==> src/hw/rtl/bsca_pkg.sv <==
// bsca_pkg: shared types and constants of the bucket size class allocator
package bsca_pkg;

   localparam int unsigned UNITS_PER_PAGE = 256;
   localparam logic [8:0]  NULL_LINK      = 9'd256;

   typedef enum logic [1:0] {
      STATUS_OK        = 2'd0,
      STATUS_TOO_LARGE = 2'd1,
      STATUS_NO_PAGE   = 2'd2,
      STATUS_UNKNOWN   = 2'd3
   } status_type;

   typedef enum logic {
      MODE_ALLOC = 1'b0,
      MODE_FREE  = 1'b1
   } mode_type;

   typedef struct packed {
      mode_type    mode;
      logic [15:0] request_size;
      logic [17:0] address;
   } req_payload_type;

   typedef struct packed {
      logic [17:0] granted_address;
      status_type  status;
   } rsp_payload_type;

   typedef struct packed {
      logic        in_use;
      logic [3:0]  page_class;
      logic [31:0] open_stamp;
      logic [8:0]  refcount;
      logic [8:0]  free_head;
   } page_rec_type;

   localparam page_rec_type PAGE_REC_CLEAR = '{
      in_use:     1'b0,
      page_class: 4'd0,
      open_stamp: 32'd0,
      refcount:   9'd0,
      free_head:  NULL_LINK
   };

endpackage

==> src/hw/rtl/bsca_page_ram.sv <==
// bsca_page_ram: per-page descriptor memory, one write and one registered read port
module bsca_page_ram #(
   parameter int NUM_PAGES = 64,
   parameter int PW        = 6
) (
   input  logic                  clock,
   input  logic                  wr_en,
   input  logic [PW-1:0]         wr_addr,
   input  bsca_pkg::page_rec_type wr_data,
   input  logic                  rd_en,
   input  logic [PW-1:0]         rd_addr,
   output bsca_pkg::page_rec_type rd_data
);

   bsca_pkg::page_rec_type mem [NUM_PAGES];
   bsca_pkg::page_rec_type rd_data_ff;

   always_ff @(posedge clock) begin
      if (wr_en) begin
         mem[wr_addr] <= wr_data;
      end
      if (rd_en) begin
         rd_data_ff <= mem[rd_addr];
      end
   end

   assign rd_data = rd_data_ff;

endmodule

==> config.mk <==
export PLATFORM = sky130hd
export DESIGN_NAME = bsca_page_ram
export DESIGN_NICKNAME = d
export VERILOG_FILES = /design/src/hw/rtl/bsca_pkg.sv /design/src/hw/rtl/bsca_page_ram.sv
export SDC_FILE = /design/constraint.sdc
export NUM_CORES = 2
export LEC_CHECK = 0
export BUFFER_PORTS_ARGS = -buffer_cell sky130_fd_sc_hd__buf_2
export CORE_AREA = 2 2 615 739
export CTS_BUF_LIST = sky130_fd_sc_hd__clkbuf_2 sky130_fd_sc_hd__clkbuf_4 sky130_fd_sc_hd__clkbuf_8
export DETAILED_ROUTE_END_ITERATION = 10
export DIE_AREA = 0 0 617 741
export GPL_TIMING_DRIVEN = 1
export PLACE_DENSITY = 0.45
export RECOVER_POWER = 100
export SLEW_MARGIN = 25
export SYNTH_ARGS = -nofsm -noshare
export SYNTH_HDL_FRONTEND = slang
export SYNTH_SLANG_ARGS = --single-unit
==> constraint.sdc <==
create_clock -name clock -period 7.69 [get_ports clock]
set_input_delay 1.9225 -clock clock [delete_from_list [all_inputs] [get_ports clock]]
set_output_delay 1.9225 -clock clock [all_outputs]
set_load 0.02 [all_outputs]
==> run_results.csv <==
group,metric,value,unit
synthesis,synth_adder_area_share,0,
synthesis,netlist_top_cells_area,"edfxtp_1 80%, mux4_2 14%, mux2i_1 0.95%",
grt,gr-usage-all-layers,0.185,
sta,period_needed,6.03,ns
sta,rsz0062_at_grt,"no",
cts,cts_tree,"built",
synthesis,synth-simple-area-share,0.00994,
routing,routed_via_density,5.16,
synthesis,synth-warning-count,0,
sta,setup_tns,0,ns
worst_setup_path,critPathRequiredTime,8.45,ns
synthesis,seq_area_frac_synth,0.798,
worst_setup_path,worstSetupPathType,"in2reg",
outcome,violations,"max-capacitance violations, max-slew violations",
sta,max_freq,166,MHz
synthesis,ys_ff_latch,3575,
power_and_ir_drop,p_switching,9.27,mW
run,max-cap-violations,168,
power_and_ir_drop,intPower,31.0,mW
power_and_ir_drop,leakage,47.0,nW
synthesis,yosys.area.top_type_share,0.798,
placed_design,gp_congestion,0.765,
synthesis,syn_nets,5771,
floorplanning,rows,270,
worst_setup_path,endpoint_kind,"flip-flop",
sta,slew_headroom,-1.97,
power_and_ir_drop,vdd_drop_max,0.000165,V
sta,setup_viol,0,
floorplanning,die_h,741,um
synthesis,syn_area,0.135,mm^2
sta,fin_worst_skew,0.0855,ns
floorplanning,dieArea,0.457,mm^2
cts,postCtsResizedCells,0,
synthesis,synthXorXnorAreaFrac,0,
cells_and_area,nFillCells,42000,
cts,cts_setup_buffers,0,
routing,ant_nets,0,
power_and_ir_drop,pwr_density_cell,261,mW/mm^2
grt,grt_start_max_net_pins,113,
floorplanning,core-area,0.450,mm^2
synthesis,synth_top_family_by_area,"multiplexers",
min_path,hold_class,"reg2reg",
cts,cts_buffers,608,
routing,drc,0,
worst_setup_path,critPathArrivalTime,6.78,ns
sta,whs,0.865,ns
synthesis,synth_area_per_cell,23.6,um^2
power_and_ir_drop,pwr-share-seq,0.541,
sta,final-hold-violation-count,0,
synthesis,synth_compound_area_frac,0.0271,
sta,slew_violations,6396,
cts,root_buffer,"clkbuf_8",
routing,drt-initial-drc-count,6792,
power_and_ir_drop,swShare,0.230,
cts,insertion_delay,1.23,ns
routing,finalWirelength,429000,um
floorplanning,io_pins,125,
cells_and_area,area_growth,14.9,%
sta,finalCritPeriodShare,0.784,
synthesis,synthCells,5701,
sta,tightest_slew,4.45,ns
synthesis,synth_flop_cell,"edfxtp_1",
synthesis,synth.distinct_cells,38,
cells_and_area,num-nets-final,6416,
grt,grt_pass1_wl,587000,um
cts,cts_buffer_depth,4,
power_and_ir_drop,combinationalPowerShare,0.047,
cts,cts.sinks,3575,
cts,ctsHoldBuffers,0,
synthesis,synthMuxAreaShare,0.154,
power_and_ir_drop,clockPowerShare,0.412,
floorplanning,start_util,0.299,
worst_setup_path,start_kind,"primary input",
cts,cts_htree_levels,6,
cts,cts.clk_slew.worst_paths,0.06,ns
floorplanning,die_width,617,um
cells_and_area,fin_util,0.344,
routing,drtPass1Iterations,5,
routing,routedWlPerCell,33.5,um
grt,grt_pass1_vias,69000,
placed_design,portBuffers,124,
routing,via_count,66200,
cells_and_area,drive_gt1_frac,0.294,
grt,gr-total-overflow,0,
placed_design,hpwl,239000,um
outcome,status,"finished, violations left",
synthesis,yosys.area.top_type,"edfxtp_1",
synthesis,async_flop_share,0,
synthesis,synth_edf_count,3575,
worst_setup_path,crit_fanout,35,
grt,antenna_found_initial,47,
## final timing paths
kind / from / end / slack [ns] / cells past startpoint
worst max-delay path: wr_addr[2] / mem[13][29] / 1.66 / 7
worst min-delay path: mem[50][51] / rd_data[51] / 0.86 / 4
worst max register to register: mem[13][0] / rd_data[0] / 5.48 / 4
worst min register to register: mem[50][51] / rd_data[51] / 0.86 / 4
## power groups by stage
| stage | registers (mW) | clock network (mW) | logic (mW) |
|---|---|---|---|
| after floorplan | 22.1 | 0 | 0.997 |
| after global placement | 22.1 | 0 | 1.95 |
| after detailed placement | 22.1 | 0 | 1.98 |
| after CTS | 21.7 | 17.0 | 1.98 |
| after global routing | 21.8 | 17.8 | 2.03 |
| final | 21.8 | 16.6 | 1.91 |
## critical path: stages
cell      delay [ns]
clkbuf_1        0.33
nor2b_1         0.24
nand3_1         0.43
nor2_1          0.28
clkbuf_1        1.02
clkbuf_1        0.84
clkbuf_2        1.48
## cell type report
| class | instances | area [um^2] | area share |
|---|---|---|---|
| Multi-Input combinational cell | 1802 | 26000 | 0.168 |
| Clock inverter | 238 | 1520 | 0.00980 |
| Antenna cell | 24 | 60.1 | 0.000389 |
| Tap cell | 5984 | 7490 | 0.0484 |
| Clock buffer | 828 | 10100 | 0.0650 |
| Sequential cell | 3575 | 107000 | 0.694 |
| Timing Repair Buffer | 359 | 2150 | 0.0139 |
## metrics by stage
step           area (um^2)  cells  power [mW]  setup WS (ns)
2_1_floorplan       135000   5701        23.1          0.990
3_3_place_gp        144000  11700        24.1           1.85
3_5_place_dp        144000  11700        24.1           2.40
4_1_cts             156000  12800        40.8           3.25
5_1_grt             155000  12800        41.7           1.69
6_report            155000  12800        40.3           1.66
## routing by layer
| metal | vias up | part of all wire | track usage |
|---|---|---|---|
| li1 | 26200 | - | - |
| met1 | 37000 | 0.41 | 0.240 |
| met2 | 2337 | 0.51 | 0.322 |
| met3 | 673 | 0.056 | 0.0270 |
| met4 | 8 | 0.030 | 0.0506 |
| met5 | - | 0.00011 | 0 |
## state kept, by name, indices dropped and copies added (netlist names)
register / flops
rd_data: 55
mem: 3520
## layout by cell type, fill, tap and decap left out, types with 13 or more instances in the layout
cell type	Yosys	layout
a211oi_1	13	13
a21oi_1	79	79
a221oi_1	39	39
a22o_1	18	18
a22oi_1	35	35
buf_12	0	25
buf_2	138	18
buf_4	30	88
clkbuf_1	126	219
clkbuf_4	0	215
clkbuf_8	0	613
clkinv_1	0	147
clkinv_2	0	32
diode_2	0	24
edfxtp_1	3575	3575
inv_6	0	15
mux2_2	40	40
mux2i_1	128	128
mux4_2	842	842
nand2_1	29	23
nand3_1	16	16
nor2_1	102	73
nor2_4	0	28
nor2b_1	24	20
nor4_1	44	43
o221ai_1	74	74
o22a_1	35	35
o22ai_1	200	200
## Yosys cell counts (22+ instances only)
cell type  instances
a22oi_1           35
o22ai_1          200
nor2b_1           24
nor4_1            44
buf_1             22
o22a_1            35
o221ai_1          74
nand2_1           29
a221oi_1          39
mux2_2            40
mux4_2           842
buf_2            138
clkbuf_1         126
edfxtp_1        3575
nor2_1           102
buf_4             30
a21oi_1           79
mux2i_1          128
## logic make-up (layout without fill, tap and decap cells)
family / Yosys count / count (layout)
simple gates: 268 / 268
other cells: 0 / 24
compound gates: 524 / 524
mux: 1010 / 1010
buf+inv: 324 / 1425
flops: 3575 / 3575
No activity file was read; power rests on OpenSTA's default activity.
